<file path="src/design/dqo_pkg.sv">
// Shared types, constants and arithmetic helpers for the dual quadrature odometry block.
package dqo_pkg;

  // Counter width; all counters and totals wrap at this width
  localparam int CNT_W = 32;
  // Width of the external numeric fields
  localparam int FIELD_W = 32;

  typedef logic signed [CNT_W-1:0] cnt_t;
  typedef logic signed [FIELD_W-1:0] field_t;
  typedef logic [1:0] kind_t;

  // Item kinds
  localparam kind_t KIND_SAMPLE = 2'd0;
  localparam kind_t KIND_TICK   = 2'd1;
  localparam kind_t KIND_LOAD   = 2'd2;

  // Control broadcast to both wheel lanes
  typedef struct packed {
    logic  take;
    kind_t kind;
    logic  primed;
  } lane_ctl_t;

  // What one wheel lane reports for an item
  typedef struct packed {
    cnt_t position;
    cnt_t change;
    logic bad;
  } lane_res_t;

  // (a + b) / 2 truncated toward zero; the sum is kept one bit wider
  function automatic cnt_t half_sum(input cnt_t a, input cnt_t b);
    logic signed [CNT_W:0] s;
    s = {a[CNT_W-1], a} + {b[CNT_W-1], b};
    s = s + {{CNT_W{1'b0}}, s[CNT_W] & s[0]};
    return cnt_t'(s[CNT_W:1]);
  endfunction

endpackage

</file>
<file path="src/design/dual_quadrature_odometry.sv">
// Top level of the dual quadrature odometry block: two wheel lanes and a merge stage.
//
//   channel  | direction | tdata                          | tuser
//   ---------+-----------+--------------------------------+----------------
//   s_*      | in        | levels, distance, rotation     | kind
//   m_*      | out       | positions, changes, odometry   | bad_transition
//
// One item is taken per cycle while s_tready is high; each item passes the lane result,
// averaging and output registers in that order before m_tvalid rises for it.
// The two wheel lanes decode in parallel; the merge stage sets the latency.
// rst is synchronous, active high, and clears all counters, totals and distances.
// A stalled output holds the pipeline; bubbles in the stages are absorbed before
// s_tready drops.
module dual_quadrature_odometry (
  input  logic         clk,
  input  logic         rst,
  input  logic         s_tvalid,
  output logic         s_tready,
  input  logic [71:0]  s_tdata,   // left_a, left_b, right_a, right_b, distance_value,
                                  // rotation_value, 4 zero bits
  input  logic [1:0]   s_tuser,   // kind
  output logic         m_tvalid,
  input  logic         m_tready,
  output logic [287:0] m_tdata,   // left_position, right_position, left_change,
                                  // right_change, mean_change, mean_count, turn_count,
                                  // distance_remaining, rotation_remaining
  output logic         m_tuser    // bad_transition
);

  logic               primed;
  logic               take;
  dqo_pkg::lane_ctl_t ctl;
  dqo_pkg::lane_res_t res_l;
  dqo_pkg::lane_res_t res_r;
  dqo_pkg::field_t    distance_value;
  dqo_pkg::field_t    rotation_value;
  dqo_pkg::cnt_t      left_position;
  dqo_pkg::cnt_t      right_position;
  dqo_pkg::cnt_t      left_change;
  dqo_pkg::cnt_t      right_change;
  dqo_pkg::cnt_t      mean_change;
  dqo_pkg::cnt_t      mean_count;
  dqo_pkg::cnt_t      turn_count;
  dqo_pkg::cnt_t      distance_remaining;
  dqo_pkg::cnt_t      rotation_remaining;

  assign take           = s_tvalid && s_tready;
  assign distance_value = s_tdata[35:4];
  assign rotation_value = s_tdata[67:36];

  assign ctl.take   = take;
  assign ctl.kind   = s_tuser;
  assign ctl.primed = primed;

  // Set primed on the first sample
  always_ff @(posedge clk) begin
    if (rst) begin
      primed <= 1'b0;
    end else if (take && s_tuser == dqo_pkg::KIND_SAMPLE) begin
      primed <= 1'b1;
    end
  end

  dqo_lane u_lane_l (
    .clk (clk),
    .rst (rst),
    .ctl (ctl),
    .a   (s_tdata[0]),
    .b   (s_tdata[1]),
    .res (res_l)
  );

  dqo_lane u_lane_r (
    .clk (clk),
    .rst (rst),
    .ctl (ctl),
    .a   (s_tdata[2]),
    .b   (s_tdata[3]),
    .res (res_r)
  );

  dqo_merge u_merge (
    .clk                (clk),
    .rst                (rst),
    .take               (take),
    .ready              (s_tready),
    .kind               (s_tuser),
    .dist_load          (dqo_pkg::cnt_t'(distance_value)),
    .rot_load           (dqo_pkg::cnt_t'(rotation_value)),
    .res_l              (res_l),
    .res_r              (res_r),
    .out_valid          (m_tvalid),
    .out_ready          (m_tready),
    .left_position      (left_position),
    .right_position     (right_position),
    .left_change        (left_change),
    .right_change       (right_change),
    .mean_change        (mean_change),
    .mean_count         (mean_count),
    .turn_count         (turn_count),
    .distance_remaining (distance_remaining),
    .rotation_remaining (rotation_remaining),
    .bad_transition     (m_tuser)
  );

  // Pack results, sign-extended or truncated to the field width
  assign m_tdata = {dqo_pkg::field_t'(rotation_remaining),
                    dqo_pkg::field_t'(distance_remaining),
                    dqo_pkg::field_t'(turn_count),
                    dqo_pkg::field_t'(mean_count),
                    dqo_pkg::field_t'(mean_change),
                    dqo_pkg::field_t'(right_change),
                    dqo_pkg::field_t'(left_change),
                    dqo_pkg::field_t'(right_position),
                    dqo_pkg::field_t'(left_position)};

endmodule

</file>
<file path="src/design/dqo_lane.sv">
// One wheel lane: x4 quadrature decode, position counter and tick snapshot.
module dqo_lane (
  input  logic              clk,
  input  logic              rst,
  input  dqo_pkg::lane_ctl_t ctl,
  input  logic              a,
  input  logic              b,
  output dqo_pkg::lane_res_t res
);

  logic          last_a;
  logic          last_b;
  dqo_pkg::cnt_t count;
  dqo_pkg::cnt_t count_next;
  dqo_pkg::cnt_t snapshot;
  logic          a_ch;
  logic          b_ch;
  logic          same;
  logic          is_sample;
  logic          is_tick;
  logic          bad;

  assign is_sample = ctl.kind == dqo_pkg::KIND_SAMPLE;
  assign is_tick   = ctl.kind == dqo_pkg::KIND_TICK;
  assign a_ch      = last_a ^ a;
  assign b_ch      = last_b ^ b;
  assign same      = a ~^ b;

  // Decode one step; a double change counts nothing and flags the sample
  always_comb begin
    count_next = count;
    bad        = 1'b0;
    if (is_sample && ctl.primed) begin
      if (a_ch && b_ch) begin
        bad = 1'b1;
      end else if (a_ch) begin
        count_next = same ? count - dqo_pkg::cnt_t'(1) : count + dqo_pkg::cnt_t'(1);
      end else if (b_ch) begin
        count_next = same ? count + dqo_pkg::cnt_t'(1) : count - dqo_pkg::cnt_t'(1);
      end
    end
  end

  // Report position after the item and, on a tick, the change since the last tick; zero otherwise
  always_comb begin
    res.position = count_next;
    res.change   = is_tick ? count - snapshot : '0;
    res.bad      = bad;
  end

  // Hold levels, count and snapshot; advance on each accepted item
  always_ff @(posedge clk) begin
    if (rst) begin
      last_a   <= 1'b0;
      last_b   <= 1'b0;
      count    <= '0;
      snapshot <= '0;
    end else if (ctl.take) begin
      count <= count_next;
      if (is_sample) begin
        last_a <= a;
        last_b <= b;
      end
      if (is_tick) begin
        snapshot <= count;
      end
    end
  end

endmodule

</file>
<file path="src/design/dqo_merge.sv">
// Merge stage: combines both lanes into averages, totals and remaining distances.
module dqo_merge (
  input  logic               clk,
  input  logic               rst,
  input  logic               take,
  output logic               ready,
  input  dqo_pkg::kind_t     kind,
  input  dqo_pkg::cnt_t      dist_load,
  input  dqo_pkg::cnt_t      rot_load,
  input  dqo_pkg::lane_res_t res_l,
  input  dqo_pkg::lane_res_t res_r,
  output logic               out_valid,
  input  logic               out_ready,
  output dqo_pkg::cnt_t      left_position,
  output dqo_pkg::cnt_t      right_position,
  output dqo_pkg::cnt_t      left_change,
  output dqo_pkg::cnt_t      right_change,
  output dqo_pkg::cnt_t      mean_change,
  output dqo_pkg::cnt_t      mean_count,
  output dqo_pkg::cnt_t      turn_count,
  output dqo_pkg::cnt_t      distance_remaining,
  output dqo_pkg::cnt_t      rotation_remaining,
  output logic               bad_transition
);

  // Stage A: lane results
  logic           va;
  dqo_pkg::kind_t kind_a;
  dqo_pkg::cnt_t  pos_l_a;
  dqo_pkg::cnt_t  pos_r_a;
  dqo_pkg::cnt_t  ch_l_a;
  dqo_pkg::cnt_t  ch_r_a;
  dqo_pkg::cnt_t  dist_a;
  dqo_pkg::cnt_t  rot_a;
  logic           bad_a;

  // Stage B: averages of the changes and updated totals
  logic           vb;
  dqo_pkg::kind_t kind_b;
  dqo_pkg::cnt_t  pos_l_b;
  dqo_pkg::cnt_t  pos_r_b;
  dqo_pkg::cnt_t  ch_l_b;
  dqo_pkg::cnt_t  ch_r_b;
  dqo_pkg::cnt_t  mch_b;
  dqo_pkg::cnt_t  rdiff_b;
  dqo_pkg::cnt_t  lt_b;
  dqo_pkg::cnt_t  rt_b;
  dqo_pkg::cnt_t  dist_b;
  dqo_pkg::cnt_t  rot_b;
  logic           bad_b;

  // Running totals
  dqo_pkg::cnt_t  left_total;
  dqo_pkg::cnt_t  right_total;
  dqo_pkg::cnt_t  left_total_next;
  dqo_pkg::cnt_t  right_total_next;

  // Handshake between the stages and the output
  logic           ready_b;
  logic           ready_c;
  logic           move_ab;
  logic           move_bc;

  assign ready_c = !out_valid || out_ready;
  assign move_bc = vb && ready_c;
  assign ready_b = !vb || ready_c;
  assign move_ab = va && ready_b;
  assign ready   = !va || ready_b;

  // Non-tick items carry zero changes, so totals always add
  assign left_total_next  = left_total + ch_l_a;
  assign right_total_next = right_total + ch_r_a;

  // Stage valid bits and running state
  always_ff @(posedge clk) begin
    if (rst) begin
      va                 <= 1'b0;
      vb                 <= 1'b0;
      out_valid          <= 1'b0;
      left_total         <= '0;
      right_total        <= '0;
      distance_remaining <= '0;
      rotation_remaining <= '0;
    end else begin
      if (take) begin
        va <= 1'b1;
      end else if (move_ab) begin
        va <= 1'b0;
      end
      if (move_ab) begin
        vb          <= 1'b1;
        left_total  <= left_total_next;
        right_total <= right_total_next;
      end else if (move_bc) begin
        vb <= 1'b0;
      end
      if (move_bc) begin
        out_valid <= 1'b1;
        if (kind_b == dqo_pkg::KIND_LOAD) begin
          distance_remaining <= dist_b;
          rotation_remaining <= rot_b;
        end else begin
          distance_remaining <= distance_remaining - mch_b;
          rotation_remaining <= rotation_remaining - rdiff_b;
        end
      end else if (out_valid && out_ready) begin
        out_valid <= 1'b0;
      end
    end
  end

  // Capture lane results on transfer
  always_ff @(posedge clk) begin
    if (take) begin
      kind_a  <= kind;
      pos_l_a <= res_l.position;
      pos_r_a <= res_r.position;
      ch_l_a  <= res_l.change;
      ch_r_a  <= res_r.change;
      dist_a  <= dist_load;
      rot_a   <= rot_load;
      bad_a   <= res_l.bad || res_r.bad;
    end
  end

  // Average the changes and snapshot the totals
  always_ff @(posedge clk) begin
    if (move_ab) begin
      kind_b  <= kind_a;
      pos_l_b <= pos_l_a;
      pos_r_b <= pos_r_a;
      ch_l_b  <= ch_l_a;
      ch_r_b  <= ch_r_a;
      mch_b   <= dqo_pkg::half_sum(ch_l_a, ch_r_a);
      rdiff_b <= ch_r_a - ch_l_a;
      lt_b    <= left_total_next;
      rt_b    <= right_total_next;
      dist_b  <= dist_a;
      rot_b   <= rot_a;
      bad_b   <= bad_a;
    end
  end

  // Fill the output register
  always_ff @(posedge clk) begin
    if (move_bc) begin
      left_position  <= pos_l_b;
      right_position <= pos_r_b;
      left_change    <= ch_l_b;
      right_change   <= ch_r_b;
      mean_change    <= mch_b;
      mean_count     <= dqo_pkg::half_sum(lt_b, rt_b);
      turn_count     <= rt_b - lt_b;
      bad_transition <= bad_b;
    end
  end

`ifndef SYNTHESIS
  a_bad_only_on_sample: assert property (@(posedge clk) disable iff (rst)
    va && kind_a != dqo_pkg::KIND_SAMPLE |-> !bad_a)
    else $error("bad transition flagged on a non-sample item");

  a_quiet_non_tick: assert property (@(posedge clk) disable iff (rst)
    vb && kind_b != dqo_pkg::KIND_TICK |-> mch_b == '0 && rdiff_b == '0)
    else $error("non-tick item carries nonzero changes");

  a_load_sets_remaining: assert property (@(posedge clk) disable iff (rst)
    move_bc && kind_b == dqo_pkg::KIND_LOAD |=>
      distance_remaining == $past(dist_b) && rotation_remaining == $past(rot_b))
    else $error("load did not set remaining distances");

  a_no_lost_item: assert property (@(posedge clk) disable iff (rst)
    va && !move_ab |=> va)
    else $error("stage A item dropped");
`endif

endmodule

</file>
<file path="config.mk">
export PLATFORM = sky130hd
export DESIGN_NAME = dual_quadrature_odometry
export DESIGN_NICKNAME = d
export VERILOG_FILES = /design/src/design/dqo_pkg.sv /design/src/design/dual_quadrature_odometry.sv /design/src/design/dqo_lane.sv /design/src/design/dqo_merge.sv
export SDC_FILE = /design/constraint.sdc
export NUM_CORES = 2
export LEC_CHECK = 0
export BUFFER_PORTS_ARGS = -buffer_cell sky130_fd_sc_hd__buf_2
export CAP_MARGIN = 40
export CORE_UTILIZATION = 50
export DETAILED_ROUTE_END_ITERATION = 10
export GPL_ROUTABILITY_DRIVEN = 0
export PLACE_DENSITY_LB_ADDON = 0.12
export SYNTH_ARGS = -nofsm -noshare
export SYNTH_HDL_FRONTEND = slang
export SYNTH_SLANG_ARGS = --single-unit
</file>
<file path="constraint.sdc">
create_clock -name clk -period 10.4 [get_ports clk]
set_clock_uncertainty 0.15 [all_clocks]
set_input_delay 0 -clock clk [delete_from_list [all_inputs] [get_ports clk]]
set_output_delay 0 -clock clk [all_outputs]
set_load 0.01 [all_outputs]
</file>
Yosys cells after proc, flatten, opt, wreduce, memory -nomap -nowiden:

Cells that the tools add are included.

* multiply operators: 0
* $add $sub $neg: 16
* divide/modulo/power cells: 0
* equality and inequality tests: 2
* reductions and logical operators: 21
* bitwise logic cells: 8
* order comparisons: 0
* shifts and indexed selects: 0
* mux-type cells: 24

Operator list (count)
* two-way mux 32 bit: 14
* subtractor 32 bit: 6
* adder 32 x 32 -> 33 bit: 2
* adder 33 x 1 -> 33 bit: 2
* adder 32 x 2 -> 32 bit, second input constant: 2
* adder 32 bit: 2
* subtractor 32 x 2 -> 32 bit, second input constant: 2
* two-way mux 1 bit: 10
* logical AND 1 bit: 8
* nonzero test 2 bit: 3
* logical OR 1 bit: 4
* AND reduction 2 bit: 2
* XOR 1 bit: 4
* logical NOT 1 bit: 3
* AND 1 bit: 2
* equality test 2 x 1 -> 1 bit, second input constant: 1
* equality test 2 bit, second input constant: 1
* logical NOT 2 bit: 1
* XNOR 1 bit: 2

* logic and storage cells: 115
* bits in read-only memories: 0
* bits in latches: 0
* memory bits (writable): 0
* output and inout port bits: 291
* input port bits: 78
* memories: 0
* register bits: 1007

Depth between registers and ports, before layout:

* depth after elaboration: 6
* depth in mapped cells: 14

Hierarchy:

Synthesis repeated with hierarchy kept, for this count alone.

* cells, all modules: 5088
* area, all modules: 53042.1 um^2

By module, submodules not included
* dqo_merge: cells each 3442, seq. area each 24933.9 um^2, instances 1, area an instance 41317.1 um^2
* dqo_lane at u_lane_r: cells each 822, seq. area each 1321.3 um^2, instances 1, area an instance 5880.6 um^2
* dqo_lane at u_lane_l: cells each 819, seq. area each 1321.3 um^2, instances 1, area an instance 5798.1 um^2
* dual_quadrature_odometry: cells each 5, seq. area each 20.0 um^2, instances 1, area an instance 46.3 um^2

Worst setup path after synthesis:

Ideal clock, no wire load.

* path kind: register -> register
* from: register u_merge.out_valid
* to: register u_merge.bad_b (enable)
* arrival: 9.699 ns
* slack: -0.261 ns
* stages on the path, launching flop included: 6
* data required time: 9.437 ns
* path through: dfxtp_1 nor2b_1 nand2_1 nand2_1 inv_2 buf_1

* longest elaborated chain between the ends: 4

RTL lines
* start: declaration: line dqo_merge.sv:12 `output logic out_valid,`
* start signal: assignment: line dqo_merge.sv:79 `out_valid <= 1'b0;`
* start signal: assignment: line dqo_merge.sv:98 `out_valid <= 1'b1;`
* start signal: assignment: line dqo_merge.sv:107 `out_valid <= 1'b0;`
* logical NOT 1 bit: line dqo_merge.sv:64 `assign ready_c = !out_valid || out_ready;`
* logical OR 1 bit: line dqo_merge.sv:64
* logical OR 1 bit: line dqo_merge.sv:66 `assign ready_b = !vb || ready_c;`
* logical AND 1 bit: line dqo_merge.sv:67 `assign move_ab = va && ready_b;`
* via u_merge.move_ab: line dqo_merge.sv:61 `logic move_ab;`
* end signal: assignment: line dqo_merge.sv:140 `bad_b <= bad_a;`
* end: declaration: line dqo_merge.sv:50 `logic bad_b;`

The timed path passes the listed nets, and every way through them passes these cells.
A chain may end at the register's enable or synchronous reset.

Worst setup path in the final report:

* from: register u_merge.ch_r_a[8]
* to: register u_merge.mch_b[31], data pin

* longest elaborated chain between the ends: 3

RTL lines
* start: declaration: line dqo_merge.sv:32 `dqo_pkg::cnt_t ch_r_a;`
* start signal: assignment: line dqo_merge.sv:119 `ch_r_a <= res_r.change;`
* adder 32 x 32 -> 33 bit (*): line dqo_pkg.sv:35 `s = {a[CNT_W-1], a} + {b[CNT_W-1], b};`
* AND 1 bit: line dqo_pkg.sv:36 `s = s + {{CNT_W{1'b0}}, s[CNT_W] & s[0]};`
* adder 33 x 1 -> 33 bit (*): line dqo_pkg.sv:36
* end signal: assignment: line dqo_merge.sv:134 `mch_b <= dqo_pkg::half_sum(ch_l_a, ch_r_a);`
* end: declaration: line dqo_merge.sv:44 `dqo_pkg::cnt_t mch_b;`

Every way passes the cells marked *; elsewhere a longest branch is shown, timed or not.

==> flow_metrics.py <==
metrics = {
    "status": {
        "status": "completed",
    },
    "finish": {
        "final_cell_mix": "743 x edfxtp_1, 502 x nand2_1, 425 x nor2_1",
        "fill_cells": 8813,
        "regArea_sq_um": 27600,
        "final_common_cell": "edfxtp_1",
        "fin_cells": 6945,
        "n_antenna_cell": 0,
        "fin_area_sq_um": 60740,
        "final_core_util_pct": 58.52,
        "multiInputGateArea_sq_um": 22840,
        "drive_above_1_share_pct": 11.46,
        "area_growth_pct": 15.83,
        "final_nets": 5872,
    },
    "logic_synthesis": {
        "synth_seq_cells": 1007,
        "ys_warn_count": 0,
        "syn_inst": 5024,
        "syn_nets": 5428,
        "synth-async-reset-ratio_pct": 0,
        "syn_area_sq_um": 52440,
        "syn_area_per_cell_sq_um": 10.44,
        "synth_seq_area_share_pct": 52.63,
        "synth_ff_type": "edfxtp_1",
        "ys_types": 106,
        "synth_edf_count": 743,
    },
    "cts": {
        "clockRootBuffer": "clkbuf_16",
        "post_cts_buffers": 0,
        "tritoncts": "built",
        "cts_resized": 0,
        "htreeDepth": 3,
        "cts_buffers": 109,
        "cts_sinks": 1007,
        "hold_buffers": 150,
        "clkLatencyLatePin_ns": 0.70,
        "cts.clk_slew.worst_paths_ns": 0.06,
        "cts_max_path_buffers": 3,
    },
    "routing": {
        "viasPerCell": 5.616,
        "drc": 0,
        "wirelength_um": 134600,
        "drtIter0Drc": 3196,
        "post_drt_wl_per_cell_um": 19.38,
        "vias": 39010,
        "ant_nets": 0,
        "first_pass_iters": 6,
    },
    "placement": {
        "place_area_sq_um": 55570,
        "place_ws_ns": 5.553,
        "portBuffers": 364,
        "hpwl_um": 96560,
        "placed_cells": 6586,
    },
    "floorplan": {
        "dieWidth_um": 325.8,
        "pin_count": 369,
        "die_y_um": 325.8,
        "rows": 118,
        "start_util_pct": 50.52,
        "die_area_sq_um": 106200,
        "core-area_sq_um": 103800,
    },
    "setup_path": {
        "setup.worst_path.start_class": "register",
        "r2r_start": "u_merge.ch_r_a[8]$_SDFFCE_PN0P_",
        "cp_max_fo": 12,
        "crit_required_ns": 10.69,
        "rr_worst_depth": 12,
        "reg2reg_slack_ns": 5.43,
        "cp.arrival_ns": 5.27,
        "cp-end-kind": "register",
        "worstReg2RegEnd": "u_merge.mch_b[31]$_DFFE_PP_",
        "path_class": "register to register",
    },
    "global_routing": {
        "grt_pass1_wl_um": 205200,
        "grt_use_total_pct": 24.65,
        "grt_pass1_vias": 36300,
        "grt_overflow": 0,
        "grt_max_degree": 179,
        "antenna_found_initial": 5,
    },
    "power_and_ir_drop": {
        "leakage_nw": 23.83,
        "p_comb_share_pct": 16.4,
        "power.density_nw_per_um2": 170.6,
        "ir_drop_mv": 0.1268,
        "internal_power_mw": 7.589,
        "switchingPower_mw": 2.775,
        "p_seq_share_pct": 45.8,
        "p_clk_share_pct": 37.8,
        "netSwitchingFraction_pct": 26.78,
    },
    "sta": {
        "finalMaxSlewViolations": 0,
        "hold_viol": 0,
        "fin_crit_ns": 4.975,
        "fin_setup_tns_ns": 0,
        "setup_ws_ns": 5.425,
        "setup_viol": 0,
        "relSlewSlack_pct": 31.28,
        "period_share_pct": 47.83,
        "timing.fmax_mhz": 201.0,
        "worstMarginPinSlew_ns": 1.031,
        "grt_setup_unrepaired": "no",
    },
    "worst_hold_path": {
        "hp-class": "primary input to register",
        "hold_path_depth": 2,
        "hp-start": "s_tuser[1]",
        "hold_end": "u_merge.kind_a[1]$_DFFE_PP_",
    },
    "job": {
        "cap_violations": 0,
    },
}
routing by layer:
metal	up-vias	share of wire (%)	GRT usage [%]
met5	-	0.016	0
met4	4	2.8	7.532
met3	210	5.0	3.118
met2	1093	47	40.72
met1	18630	45	33.86
li1	19070	-	-
synthesized netlist by cell type (all sizes together), types with 8 or more instances:
| master | count | area (sq um) |
|---|---|---|
| o21ai | 193 | 965.9 |
| a22oi | 13 | 97.59 |
| xnor2 | 247 | 2171 |
| and2 | 18 | 112.6 |
| a211oi | 79 | 593.1 |
| a31o | 8 | 70.07 |
| nor4 | 42 | 292.8 |
| or2 | 19 | 118.9 |
| a2111oi | 14 | 180.2 |
| a311oi | 28 | 245.2 |
| or4 | 15 | 116.4 |
| clkbuf | 185 | 695.7 |
| a22o | 10 | 87.58 |
| nand2 | 505 | 1896 |
| nor3 | 130 | 650.6 |
| or3 | 59 | 369.1 |
| a221oi | 10 | 93.84 |
| a211o | 13 | 122.6 |
| mux2i | 10 | 100.1 |
| inv | 318 | 1194 |
| nor2 | 427 | 1610 |
| nand4 | 43 | 275.3 |
| xor2 | 136 | 1199 |
| o32ai | 8 | 70.07 |
| o21bai | 44 | 341.6 |
| nand2b | 48 | 300.3 |
| ha | 316 | 3954 |
| o31ai | 28 | 210.2 |
| o41ai | 10 | 87.58 |
| nor3b | 12 | 95.09 |
| nor2b | 61 | 396.6 |
| a21o | 104 | 788.3 |
| buf | 32 | 152.6 |
| a31oi | 30 | 187.7 |
| o211ai | 29 | 217.7 |
| fa | 10 | 200.2 |
| o21a | 50 | 382.9 |
| o31a | 15 | 131.4 |
| o22ai | 19 | 125.1 |
| dfxtp | 264 | 5285 |
| a21oi | 423 | 2128 |
| and4 | 12 | 105.1 |
| nand3 | 96 | 485.5 |
| edfxtp | 743 | 22310 |
| and3 | 49 | 306.5 |
logic make-up after synthesis:
family	count (synthesis)	share of synthesized area [%]
XOR/XNOR	383	6.426
AO/OA/AOI/OAI	1200	14.87
buffers and inverters	536	3.901
flip-flops	1007	52.63
adder cells (fa/ha/maj)	326	7.922
multiplexers	11	0.2124
AND/OR/NAND/NOR	1561	14.04
per-stage QoR:
stage | total power, mW | hold WS (ns)
6_report | 10.36 | 0.1280
4_1_cts | 10.45 | 0.06475
2_1_floorplan | 6.021 | -0.05113
3_5_place_dp | 6.476 | 0.02808
5_1_grt | 10.78 | 0.09443
3_3_place_gp | 6.449 | 0.02729
layout make-up:
class / instances / area share, %
sequential: 1007 / 45.43
multi-input combinational: 3481 / 37.60
timing repair buffer: 550 / 6.091
clock buffer: 157 / 5.226
tap: 1380 / 2.843
inverter: 319 / 2.008
clock inverter: 51 / 0.7992
critical path: stages, from the launching register on:
cell and delay (ns):
edfxtp_1 0.52, ha_1 0.55, nor2_1 0.46, nand2_1 0.16, or4_4 0.55, a21o_4 0.27
a21oi_4 0.14, o211ai_1 0.12, or3_1 0.37, nor4b_2 0.50, nand3_2 0.23, or4_1 0.51
o21ba_1 0.17
worst max path at each step:
stage | startpoint | to | slack (ns) | cells after the start
after floorplan | u_merge.out_valid$_SDFFE_PP0P_ | u_merge.bad_b$_DFFE_PP_ | 0.73 | 5
after global placement | u_merge.ch_r_a[0]$_SDFFCE_PN0P_ | u_merge.mch_b[27]$_DFFE_PP_ | 5.52 | 14
after detailed placement | u_merge.ch_r_a[8]$_SDFFCE_PN0P_ | u_merge.mch_b[31]$_DFFE_PP_ | 5.55 | 12
after CTS | u_merge.ch_r_a[8]$_SDFFCE_PN0P_ | u_merge.mch_b[31]$_DFFE_PP_ | 5.54 | 12
after global routing | u_merge.ch_r_a[8]$_SDFFCE_PN0P_ | u_merge.mch_b[31]$_DFFE_PP_ | 5.32 | 12
final | u_merge.ch_r_a[8]$_SDFFCE_PN0P_ | u_merge.mch_b[31]$_DFFE_PP_ | 5.43 | 12
power groups by stage:
stage / clock, mW / combinational [mW] / sequential (mW)
global placement: 0 / 1.63 / 4.82
global route: 4.15 / 1.88 / 4.76
floorplan: 0 / 1.22 / 4.80
detailed placement: 0 / 1.65 / 4.83
finish: 3.92 / 1.70 / 4.74
CTS: 4.00 / 1.70 / 4.74
Power figures use the tool's default switching activity.
